===== src/tlpc_pkg.sv =====
`timescale 1ns / 1ps
package tlpc_pkg;

	// Field and datapath widths
	localparam int COORD_W   = 20;
	localparam int FRAC_BITS = 8;
	localparam int GRID_W    = 8;
	localparam int COUNT_W   = 16;
	localparam logic [GRID_W-1:0] GRID_MAX_RST = GRID_W'(99);

	// Grid point scaled to fixed point (unsigned)
	localparam int OX_W   = GRID_W + FRAC_BITS;
	// Edge vector: difference of two coordinates
	localparam int EDGE_W = COORD_W + 1;
	// Point minus vertex
	localparam int DIFF_W = ((COORD_W > OX_W + 1) ? COORD_W : OX_W + 1) + 1;
	// One product of the cross term, and the cross difference
	localparam int PROD_W  = EDGE_W + DIFF_W;
	localparam int CROSS_W = PROD_W + 1;

	localparam int NUM_EDGES = 3;

	// Triangle held for the whole scan
	typedef struct packed {
		logic [NUM_EDGES-1:0][COORD_W-1:0] vx;
		logic [NUM_EDGES-1:0][COORD_W-1:0] vy;
		logic [NUM_EDGES-1:0][EDGE_W-1:0]  ex;
		logic [NUM_EDGES-1:0][EDGE_W-1:0]  ey;
	} tri_t;

	// One grid point beat from the scanner
	typedef struct packed {
		logic              valid;
		logic              last;
		logic              dummy;
		logic [GRID_W-1:0] x;
		logic [GRID_W-1:0] y;
	} point_t;

	// Edge test result of one grid point
	typedef struct packed {
		logic valid;
		logic last;
		logic dummy;
		logic pos;
		logic neg;
	} sign_t;

endpackage


===== src/tlpc_count.sv =====
`timescale 1ns / 1ps
module tlpc_count (
	input  logic                         clk,
	input  logic                         arst_n,
	input  tlpc_pkg::sign_t              sgn,
	input  logic                         out_stall,
	output logic                         out_valid,
	output logic [tlpc_pkg::COUNT_W-1:0] point_count,
	output logic                         adv,
	output logic                         done
);

	logic                         out_valid_q;
	logic [tlpc_pkg::COUNT_W-1:0] out_count_q;
	logic [tlpc_pkg::COUNT_W-1:0] hit_count_q;
	logic [tlpc_pkg::COUNT_W-1:0] hit_next;
	logic                         hit;

	// Pipeline moves unless a finished count is held by the consumer
	assign adv  = !out_valid_q || !out_stall;
	assign done = adv && sgn.valid && sgn.last;

	// Inside or on the boundary: no mix of positive and negative signs, and not a dummy point
	assign hit      = !sgn.dummy && !(sgn.pos && sgn.neg);
	assign hit_next = hit_count_q + tlpc_pkg::COUNT_W'(hit);

	// Running count
	always_ff @(posedge clk or negedge arst_n) begin
		if (!arst_n) begin
			hit_count_q <= '0;
		end else if (adv && sgn.valid) begin
			hit_count_q <= sgn.last ? '0 : hit_next;
		end
	end

	// Output register
	always_ff @(posedge clk or negedge arst_n) begin
		if (!arst_n) begin
			out_valid_q <= 1'b0;
		end else if (done) begin
			out_valid_q <= 1'b1;
		end else if (!out_stall) begin
			out_valid_q <= 1'b0;
		end
	end

	always_ff @(posedge clk) begin
		if (done) begin
			out_count_q <= hit_next;
		end
	end

	assign out_valid   = out_valid_q;
	assign point_count = out_count_q;

endmodule


===== config.mk =====
export PLATFORM = sky130hd
export DESIGN_NAME = tlpc_count
export DESIGN_NICKNAME = d
export VERILOG_FILES = /design/src/tlpc_pkg.sv /design/src/tlpc_count.sv
export SDC_FILE = /design/constraint.sdc
export NUM_CORES = 1
export LEC_CHECK = 0
export ABC_AREA = 1
export ABC_CLOCK_PERIOD_IN_PS = 1600
export BUFFER_PORTS_ARGS = -buffer_cell sky130_fd_sc_hd__buf_2
export CAP_MARGIN = 40
export CORE_MARGIN = 2
export CORE_UTILIZATION = 40
export CTS_CLUSTER_DIAMETER = 30
export DETAILED_ROUTE_END_ITERATION = 12
export SETUP_SLACK_MARGIN = 0.1
export SKIP_CTS_REPAIR_TIMING = 1
export SLEW_MARGIN = 20
export SYNTH_ARGS = -nofsm -noshare
export SYNTH_HDL_FRONTEND = slang
export SYNTH_SLANG_ARGS = --single-unit

===== constraint.sdc =====
create_clock -name clk -period 1.6 [get_ports clk]
set_input_delay 0.16 -clock clk [delete_from_list [all_inputs] [get_ports clk]]
set_output_delay 0.16 -clock clk [all_outputs]
set_load 0.1 [all_outputs]

==> results.cfg <==
[finish]
fin_util_pct = 56.2
drive_above_1_share_pct = 36.4
antennaDiodeCount = 0
fillerInstances = 334
area_delta_synth_final_pct = 33.8
nets = 217

[worst_setup_path]
crit_buf_inv = 1
required_ns = 1.64
crit_family = flip-flops
arrival_ns = 1.56
worst_path_most_repeated_cell = nand2_2
worstSetupPathType = flop to flop
cp_max_fo = 3
start_kind = flop
critical_path.cell_chain = ha_2, ha_4, nand2_2, nor2_2, nand2_2, buf_4, o21ai_1, and2_1
cpMaxStageDelayCell = dfrtp_1
max_stage_delay_ns = 0.39
cp-end-kind = flop

[synthesis]
synthAdderAreaFrac_pct = 2.42
synth_top_family_by_area = simple AND/OR/NAND/NOR gates
synthXorXnorAreaFrac_pct = 4.52
synthCells = 158
synthDistinctLibCells = 24
synthSimpleGateAreaFrac_pct = 23.2
synthMuxAreaShare_pct = 0
synth_nets = 169
synthesis.area_um2 = 1550
yosysSeqAreaShare_pct = 58.4
ys_ff_latch = 33
synth_compound_area_share_pct = 5.89
syn_avg_cell_area_um2 = 9.81
yosys_warnings = 0

[place]
routabilityCongestion = 0.831
place_ws_ns = -0.0692
io_buffers = 26
dp_hpwl_um = 2200

[grt]
antenna_found_initial = 0
track_usage_pct = 16.0
grt_pass1_wl_um = 5140
grt_pass1_vias = 1137
overflow = 0
grt_max_degree = 18

[die]
core_um2 = 3690
dieWidth_um = 66.3
pin_count = 27
start_util_pct = 42.0
rows = 22
die-area_um2 = 4390
fp.dieH_um = 66.3

[detailed_routing]
dr.pass1.iters = 4
wl_um = 3150
routedWlPerCell_um = 12.4
vias_per_cell = 4.76
drcViolationCount = 0
ant_nets = 0
drt-initial-drc-count = 44
vias = 1208

[cts]
clk_latency_ns = 0.28
cts_sinks = 33
clkTransAtPathRegs_ns = 0.06
cts_buffer_depth = 2
root_buffer = clkbuf_8
cts_max_level = 2
cts_tree = built
numCtsBuffers = 5

[sta]
period_share_pct = 95.0
fmax_mhz = 658
finalSetupViolations = 0
drv_slew = 0
finalWorstSetupSlack_ns = 0.0802
clock-skew-final_ns = 0.00365
worst_pin_slew_ns = 0.487
hold_violations = 0
period_needed_ns = 1.52
relSlewSlack_pct = 67.7
rsz0062_at_grt = yes

[power]
p_leak_nw = 0.903
irDropWorstVdd_v = 0.000496
p_per_area_nw_per_um2 = 890

[worst_hold_path]
min-delay-path-class = input pin to flop

[outcome]
status = finished clean

[job]
maxCapViolations = 0
==> cells in the mapped netlist <==
cell type	n	area, µm²
nand2_1	42	158
inv_1	19	71.3
dfrtp_1	17	425
edfxtp_1	16	480
nor2_1	10	37.5
xor2_1	8	70.1
nand3_1	7	35.0
nand2_2	5	31.3
o21ai_0	5	25.0
nor2_2	4	25.0
ha_1	3	37.5
nand4_1	3	18.8
o21ai_1	3	15.0
o22ai_1	3	18.8
a22o_1	2	17.5
and2_1	2	12.5
nor2_4	2	22.5
a21oi_1	1	5.00
a22o_2	1	10.0
buf_4	1	7.51
clkbuf_1	1	3.75
clkinv_1	1	3.75
nand2_4	1	11.3
nand3b_1	1	7.51
==> per-stage QoR <==
step | TNS (ns) | power (mW) | hold WS (ns) | instance area (µm²) | std cells
final | 0 | 1.85 | 0.187 | 2070 | 254
after global placement | -0.106 | 1.26 | 0.116 | 1860 | 239
after floorplan | -9.98 | 1.18 | -0.136 | 1600 | 158
after CTS | -0.0764 | 1.84 | -0.191 | 1940 | 246
after detailed placement | -0.231 | 1.26 | 0.113 | 1860 | 239
after global routing | -0.00649 | 1.92 | 0.209 | 2070 | 254
==> flip-flops by register name, summed over array words and instances (netlist names) <==
| register | count |
|---|---|
| out_valid | 1 |
| point_count | 16 |
| hit_count_q | 16 |
==> kinds of logic after synthesis <==
logic type               after synthesis
flip-flops                            33
XOR/XNOR                               8
AO/OA/AOI/OAI                         15
adder cells (fa/ha/maj)                3
AND/OR/NAND/NOR                       77
buffers and inverters                 22
==> cells in the final DEF, fill, tap and decap left out, types with 3 or more instances in the layout <==
master	synthesis	layout
nor2_4	2	5
nand2_2	5	8
nand4_1	3	3
dfrtp_1	17	16
edfxtp_1	16	16
o21ai_0	5	5
nor2_2	4	3
clkbuf_8	0	5
xor2_2	0	3
nand3_1	7	5
buf_2	0	25
buf_4	1	15
xor2_1	8	5
o21ai_1	3	3
nor2_1	10	8
nand2_1	42	37
inv_1	19	19
o22ai_1	3	3
==> final timing paths <==
kind,startpoint,end,slack [ns],depth (start not counted)
max in group asynchronous,arst_n,out_valid,0.93,2
worst min-delay path,out_stall,out_valid,0.19,3
min in group asynchronous,arst_n,hit_count_q[0],0.35,2
worst max-delay path,hit_count_q[0],point_count[10],0.08,8
worst max register to register,hit_count_q[0],point_count[10],0.08,8
worst min register to register,hit_count_q[15],hit_count_q[15],0.52,2
==> cell type report <==
| type | instances | area, µm² | area share, % |
|---|---|---|---|
| timing repair buffer | 43 | 288 | 13.9 |
| tap | 48 | 60.1 | 2.90 |
| multi-input combinational | 103 | 666 | 32.1 |
| sequential | 33 | 910 | 43.8 |
| clock buffer | 6 | 72.6 | 3.50 |
| clock inverter | 1 | 3.75 | 0.181 |
| inverter | 20 | 75.1 | 3.62 |
==> power by group <==
part | total (mW) | switching, mW | internal, mW
combinational | 0.333 | 0.250 | 0.0826
sequential | 0.937 | 0.0151 | 0.922
clock | 0.577 | 0.284 | 0.293
total | 1.85 | 0.549 | 1.30
==> worst register-to-register path, stage by stage (launching register included) <==
cell and delay [ns]:
dfrtp_1 0.39, ha_2 0.21, ha_4 0.17, nand2_2 0.07, nor2_2 0.04, nand2_2 0.08, buf_4 0.12, o21ai_1 0.06
and2_1 0.13
==> layer usage <==
metal,track usage (%),vias to the layer above,part of all wire [%]
li1,-,601,-
met1,20.0,576,46
met2,24.8,22,48
met3,5.28,9,3.8
met4,8.16,0,2.2
met5,0,-,0
No activity file was read; power rests on OpenSTA's default activity.
