$ cat config.mk
export PLATFORM = sky130hd
export DESIGN_NAME = tlpc_scan
export DESIGN_NICKNAME = d
export VERILOG_FILES = /design/src/tlpc_pkg.sv /design/src/tlpc_scan.sv
export SDC_FILE = /design/constraint.sdc
export NUM_CORES = 1
export LEC_CHECK = 0
export BUFFER_PORTS_ARGS = -buffer_cell sky130_fd_sc_hd__buf_2
export CAP_MARGIN = 20
export CORE_ASPECT_RATIO = 0.6
export CORE_MARGIN = 2
export CORE_UTILIZATION = 40
export DETAILED_ROUTE_END_ITERATION = 6
export PLACE_DENSITY = 0.67
export SLEW_MARGIN = 20
export SYNTH_ARGS = -nofsm -noshare
export SYNTH_HDL_FRONTEND = slang
export SYNTH_SLANG_ARGS = --single-unit
$ cat constraint.sdc
create_clock -name clk -period 2 [get_ports clk]
set_input_delay 0.1 -clock clk [delete_from_list [all_inputs] [get_ports clk]]
set_output_delay 0.1 -clock clk [all_outputs]
set_load 0.02 [all_outputs]
$ cat src/tlpc_pkg.sv
`timescale 1ns / 1ps
package tlpc_pkg;

	// Field and datapath widths
	localparam int COORD_W   = 20;
	localparam int FRAC_BITS = 8;
	localparam int GRID_W    = 8;
	localparam int COUNT_W   = 16;
	localparam logic [GRID_W-1:0] GRID_MAX_RST = GRID_W'(99);

	// Grid point scaled to fixed point (unsigned)
	localparam int OX_W   = GRID_W + FRAC_BITS;
	// Edge vector: difference of two coordinates
	localparam int EDGE_W = COORD_W + 1;
	// Point minus vertex
	localparam int DIFF_W = ((COORD_W > OX_W + 1) ? COORD_W : OX_W + 1) + 1;
	// One product of the cross term, and the cross difference
	localparam int PROD_W  = EDGE_W + DIFF_W;
	localparam int CROSS_W = PROD_W + 1;

	localparam int NUM_EDGES = 3;

	// Triangle held for the whole scan
	typedef struct packed {
		logic [NUM_EDGES-1:0][COORD_W-1:0] vx;
		logic [NUM_EDGES-1:0][COORD_W-1:0] vy;
		logic [NUM_EDGES-1:0][EDGE_W-1:0]  ex;
		logic [NUM_EDGES-1:0][EDGE_W-1:0]  ey;
	} tri_t;

	// One grid point beat from the scanner
	typedef struct packed {
		logic              valid;
		logic              last;
		logic              dummy;
		logic [GRID_W-1:0] x;
		logic [GRID_W-1:0] y;
	} point_t;

	// Edge test result of one grid point
	typedef struct packed {
		logic valid;
		logic last;
		logic dummy;
		logic pos;
		logic neg;
	} sign_t;

endpackage

$ cat src/tlpc_scan.sv
`timescale 1ns / 1ps
module tlpc_scan (
	input  logic                        clk,
	input  logic                        arst_n,
	input  logic                        start,
	input  logic                        adv,
	input  logic [tlpc_pkg::GRID_W-1:0] grid_max,
	output tlpc_pkg::point_t            pt
);

	logic                        active_q;
	logic [tlpc_pkg::GRID_W-1:0] scan_x_q;
	logic [tlpc_pkg::GRID_W-1:0] scan_y_q;
	logic                        empty_grid;
	logic                        x_end;
	logic                        y_end;

	assign empty_grid = (grid_max == '0);
	assign x_end      = (scan_x_q == grid_max);
	assign y_end      = (scan_y_q == grid_max);

	// Current point beat
	always_comb begin
		pt.valid = active_q;
		pt.last  = empty_grid || (x_end && y_end);
		pt.dummy = empty_grid;
		pt.x     = scan_x_q;
		pt.y     = scan_y_q;
	end

	// Row-major walk over the grid
	always_ff @(posedge clk or negedge arst_n) begin
		if (!arst_n) begin
			active_q <= 1'b0;
			scan_x_q <= tlpc_pkg::GRID_W'(1);
			scan_y_q <= tlpc_pkg::GRID_W'(1);
		end else if (start) begin
			active_q <= 1'b1;
			scan_x_q <= tlpc_pkg::GRID_W'(1);
			scan_y_q <= tlpc_pkg::GRID_W'(1);
		end else if (active_q && adv) begin
			if (pt.last) begin
				active_q <= 1'b0;
				scan_x_q <= tlpc_pkg::GRID_W'(1);
				scan_y_q <= tlpc_pkg::GRID_W'(1);
			end else if (x_end) begin
				scan_x_q <= tlpc_pkg::GRID_W'(1);
				scan_y_q <= scan_y_q + tlpc_pkg::GRID_W'(1);
			end else begin
				scan_x_q <= scan_x_q + tlpc_pkg::GRID_W'(1);
			end
		end
	end

endmodule

==> results.yml, run 1 <==
status:
  status: "completed"
timing:
  rsz0062_at_grt: "no"
  drv_slew: 0
  finalSetupViolCount: 0
  finalSetupTns_ps: 0
  max_slew_margin_pct: 73.4
  hold_viol: 0
  skew_ps: 2.41
  min_period_over_period_pct: 93.7
  worst_pin_slew_ps: 397
  fmax_ghz: 0.533
  final.min_clock_period_ps: 1870
global_route:
  grt_max_degree: 20
  grt_use_total_pct: 19.4
  grt-ovfl-total: 0
  grt_pass1_vias: 1040
  grt_pass1_wl_mm: 5.26
  antenna_found_initial: 0
setup_path:
  path_depth: 5
  max_stage_delay_ps: 440
  worstPathRequired_ps: 1900
  path_buf_inv: 1
  arrival_ps: 1770
  cp_top_family: "simple AND/OR/NAND/NOR gates"
  path_class: "reg -> out"
  ff2ff_setup_slack_ps: 190
  endpoint: "pt[17]"
  crit_fanout: 6
  crit_chain: "xor2_1 -> nor4_4 -> nand4_4 -> nand2b_1 -> buf_2"
  ff2ff_path_depth: 7
  cp_slowest_cell: "dfrtp_1"
  cp-end-kind: "primary output"
  r2r_end: "scan_y_q[0]$_DFFE_PN1P_"
  timing.critical_path.from: "scan_y_q[6]$_DFFE_PN0P_"
  start_kind: "register"
  r2r_start: "scan_y_q[6]$_DFFE_PN0P_"
clocking:
  cts_tree: "built"
  clk_latency_ps: 260
  cts.sinks: 17
  clock_path_buffers: 2
  cts_buffers: 3
  htree_levels: 1
  clockRootBuffer: "clkbuf_8"
  cts.clk_slew.worst_paths_ps: 70
logic_synthesis:
  yosysTopAreaCell: "dfrtp_1"
  synth_common_cells: "dfrtp_1, nand2_1, nand3_1"
  synth_area_um2: 1250
  yosysUniqueCellTypes: 39
  synthesis.nets: 152
  ys_seq_area_share_pct: 34.1
  yosysMostFrequentCell: "dfrtp_1"
  synth_ff_type: "dfrtp_1"
  synthArstFlopShare_pct: 100
  synth.area.top_cells: "dfrtp_1, xor2_1, xnor2_1, nand3_1, dfstp_2"
  yosysWarnings: 0
  ys_ff_latch: 17
  yosys.area.top_type_share_pct: 29.9
  synth-edff-count: 0
  synth_area_per_cell_um2: 9.09
  syn_inst: 138
finish:
  layout-drive-gt1-share_pct: 33.9
  utilization_pct: 53.3
  n_antenna_cell: 0
  area_growth_pct: 24.3
  nets: 192
power:
  powerDensity_nw_per_um2: 691
  irDropWorstVdd_uv: 363
  p_total_mw: 1.08
  power.leakage_nw: 0.677
route:
  routed_wl_mm: 3.26
  vias: 1179
  wl_per_cell_um: 14.9
  viasPerCell: 5.38
  ant_nets: 0
  dr.pass1.iters: 4
  drc: 0
  drt_iter0_drc: 114
flow_run:
  cap_viol_max_count: 0
die:
  dieArea_um2: 3620
  ios: 31
  chipHeight_um: 47.4
  core_region_area_um2: 2930
  start_util_pct: 42.9
  die_w_um: 76.3
  rows: 15
worst_hold_path:
  hp-start: "adv"
  min_path_type: "in -> reg"
placement:
  globalplace.congestion: 0.820
  place_hpwl_mm: 2.48
  port_buffers: 30
## logic make-up after synthesis
family | synth area share (%)
and+or+nand+nor | 32.3
buffers and inverters | 4.19
AOI/OAI and AO/OA | 13.4
muxes | 0.798
DFF | 34.1
xor gates and xnor gates | 13.3
adders and majority gates | 1.99
## worst min-delay path by stage
stage	end	slack, ps	depth (start not counted)
finish	active_q$_DFFE_PN0P_	50	2
global route	active_q$_DFFE_PN0P_	70	2
floorplan	active_q$_DFFE_PN0P_	-200	0
detailed placement	scan_x_q[7]$_DFFE_PN0P_	50	1
CTS	active_q$_DFFE_PN0P_	60	2
global placement	scan_x_q[5]$_DFFE_PN0P_	50	1
## layer usage
metal,GRT usage (%),part of all wire (%),vias up
met2,27.6,37,53
met4,3.27,0.25,0
li1,-,-,581
met3,6.35,8.0,2
met1,28.8,54,543
met5,0,0,-
## worst register-to-register path, delay by kind of cell, from the launching register on
kind,cells,cell delay [ps]
AND/OR/NAND/NOR,2,240
XOR/XNOR,1,280
flip-flops,1,440
AO/OA/AOI/OAI,2,500
buffers and inverters,2,280
## report_power, final
part / internal, mW / total (mW) / switching, mW
clock network: 0.142 / 0.273 / 0.131
logic: 0.133 / 0.345 / 0.212
registers: 0.387 / 0.460 / 0.0728
## flip-flops by register name (all words and copies together), names as in the netlist
signal,count
active_q,1
scan_y_q,8
scan_x_q,8
## area by class of cell
cell class	instances	area [um2]
fillers	282	1370
inverters	4	15.0
multi-input cells	111	783
well taps	42	52.6
repair buffers	41	235
flip-flops and latches	17	429
clock buffers	4	45.0
## metrics by stage
step	area (um2)	setup slack, ps	hold slack [ps]	cells
after floorplan	1250	236	-196	138
after global routing	1560	12.2	71.3	219
after global placement	1440	331	50.2	207
after CTS	1510	23.4	55.4	213
final	1560	125	53.2	219
after detailed placement	1440	239	53.6	207
## cells in the final DEF (no fill, tap or decap), types with 3 or more instances in the layout
cell,synthesis,routed
a21oi_1,6,6
buf_2,0,30
buf_4,2,10
clkbuf_8,0,3
dfrtp_1,15,14
inv_1,4,4
nand2_1,14,14
nand3_1,14,14
nand4_1,8,8
nor2_1,6,6
nor3_1,6,6
o21ai_0,7,7
xnor2_1,9,9
xor2_1,10,10
## timing repair
action | 4_1_cts | 5_1_grt
endpoints found under the hold margin | 15 | 0
buffers inserted | 1 | 6
gates resized for setup | 1 | 1
hold buffers | 1 | 0
endpoints found under the setup margin | 1 | 1
pin swaps | 1 | 3
No activity file was read; power rests on OpenSTA's default activity.
==> inputs of run 2 (changes only) <==
--- a/config.mk
+++ b/config.mk
@@ -9,9 +9,9 @@
 export CAP_MARGIN = 20
 export CORE_ASPECT_RATIO = 0.6
 export CORE_MARGIN = 2
-export CORE_UTILIZATION = 40
+export CORE_UTILIZATION = 35
 export DETAILED_ROUTE_END_ITERATION = 6
-export PLACE_DENSITY = 0.67
+export PLACE_DENSITY = 0.6
 export SLEW_MARGIN = 20
 export SYNTH_ARGS = -nofsm -noshare
 export SYNTH_HDL_FRONTEND = slang
==> run 2 against run 1 <==
  * Largest cell class unchanged
  * Routed wire length increased by 7.1%
  * Design area hardly changed
  * Maximum frequency decreased by 1.9%
  * Cell count is 0.91% higher
  * Via count up 3.5%
  * Sequential power barely moved
==> results.yml, run 2 (synthesis results as in run 1) <==
status:
  status: "completed"
clocking:
  clk_latency_ps: 260
  clock_path_buffers: 2
  clockRootBuffer: "clkbuf_8"
  cts_buffers: 3
  cts.sinks: 17
  cts.clk_slew.worst_paths_ps: 80
  cts_tree: "built"
  htree_levels: 1
setup_path:
  path_buf_inv: 1
  worstPathRequired_ps: 1900
  r2r_start: "scan_y_q[0]$_DFFE_PN1P_"
  ff2ff_setup_slack_ps: 140
  crit_fanout: 5
  max_stage_delay_ps: 610
  arrival_ps: 1810
  crit_chain: "xor2_1 -> nor4_4 -> nand4_4 -> nand2b_1 -> buf_4"
  path_class: "reg -> out"
  cp_top_family: "simple AND/OR/NAND/NOR gates"
  timing.critical_path.from: "scan_y_q[0]$_DFFE_PN1P_"
  cp_slowest_cell: "dfstp_2"
  cp-end-kind: "primary output"
  start_kind: "register"
global_route:
  antenna_found_initial: 0
  grt_max_degree: 20
  grt-ovfl-total: 0
  grt_pass1_vias: 1095
  grt_use_total_pct: 18.1
  grt_pass1_wl_mm: 5.55
route:
  ant_nets: 0
  vias: 1220
  drc: 0
  viasPerCell: 5.52
  dr.pass1.iters: 4
  routed_wl_mm: 3.49
  drt_iter0_drc: 111
  wl_per_cell_um: 15.8
die:
  core_region_area_um2: 3340
  chipHeight_um: 50.4
  ios: 31
  rows: 16
  start_util_pct: 37.5
  die_w_um: 81.3
  dieArea_um2: 4100
finish:
  layout.cells.non_filler: 221
  n_antenna_cell: 0
  area_growth_pct: 24.2
  layout-drive-gt1-share_pct: 33.5
  final_common_cell: "buf_2"
  top_regs: "scan_x_q: 8 flops, scan_y_q: 8 flops, active_q: 1 flops"
  nets: 191
  fill_cells: 339
  most-common-layout-cells: "buf_2, dfrtp_1, nand2_1, nand3_1"
  multi_input_area_um2: 783
  ff_latch_area_um2: 428
power:
  powerDensity_nw_per_um2: 691
  irDropWorstVdd_uv: 367
  power.leakage_nw: 0.676
  p_total_mw: 1.08
timing:
  worst_pin_slew_ps: 417
  fmax_ghz: 0.523
  max_slew_margin_pct: 72.0
  min_period_over_period_pct: 95.6
  finalSetupViolCount: 0
  skew_ps: 7.16
  final.min_clock_period_ps: 1910
  hold_viol: 0
  drv_slew: 0
placement:
  port_buffers: 30
  placedCellCount: 210
  globalplace.congestion: 0.866
  place_hpwl_mm: 2.62
flow_run:
  cap_viol_max_count: 0
worst_hold_path:
  hp-start: "adv"
  min_path_type: "in -> reg"
==> run 2: worst register-to-register path, cell delays in order, from the launching register on <==
cell and delay (ps):
dfstp_2 610, xor2_1 270, nor4_4 100, buf_4 160, a211oi_4 390, a32oi_1 160
o21ai_1 100
==> run 2: cell type report <==
type | instances | area share, %
Multi-Input combinational cell | 111 | 50.2
Sequential cell | 17 | 27.4
Timing Repair Buffer | 40 | 14.8
Tap cell | 45 | 3.61
Clock buffer | 3 | 2.65
Inverter | 4 | 0.963
Clock inverter | 1 | 0.321
==> run 2: report_power, final <==
part / leakage, nW / switching (mW) / internal, mW
registers: 0.219 / 0.0737 / 0.387
logic: 0.431 / 0.214 / 0.130
clock network: 0.0255 / 0.134 / 0.139
total: 0.676 / 0.422 / 0.656
==> run 2: through the flow <==
stage | setup WS [ps] | hold slack (ps) | util (%) | instance area, um2 | TNS, ps
after global placement | 285 | 53.5 | 43.3 | 1450 | 0
after floorplan | 236 | -196 | - | 1250 | 0
after detailed placement | 220 | 59.7 | 43.3 | 1450 | 0
after global routing | -13.3 | 53.1 | 46.6 | 1560 | -19.7
final | 88.7 | 52.9 | 46.6 | 1560 | 0
after CTS | 11.1 | 55.2 | 45.4 | 1520 | 0
==> run 2: path summary, 6_finish.rpt <==
path | end | depth (start not counted)
worst max-delay path | pt[17] | 5
worst min-delay path | active_q$_DFFE_PN0P_ | 2
worst max register to register | scan_y_q[2]$_DFFE_PN0P_ | 6
worst min register to register | scan_x_q[0]$_DFFE_PN1P_ | 1
max in group asynchronous | scan_x_q[0]$_DFFE_PN1P_ | 2
min in group asynchronous | scan_y_q[6]$_DFFE_PN0P_ | 2
==> run 2: metal layers <==
metal | vias up | wire length [um] | GRT usage (%)
li1 | 575 | - | -
met1 | 592 | 1840 | 28.5
met2 | 49 | 1350 | 23.9
met3 | 4 | 281 | 4.86
met4 | 0 | 22 | 4.52
met5 | - | 0 | 0
==> run 2: timing repair <==
action,in CTS,in global routing
hold buffers,1,0
endpoints found under the setup margin,1,1
buffers inserted,1,5
gates resized for setup,1,1
pin swaps,2,2
endpoints found under the hold margin,15,0
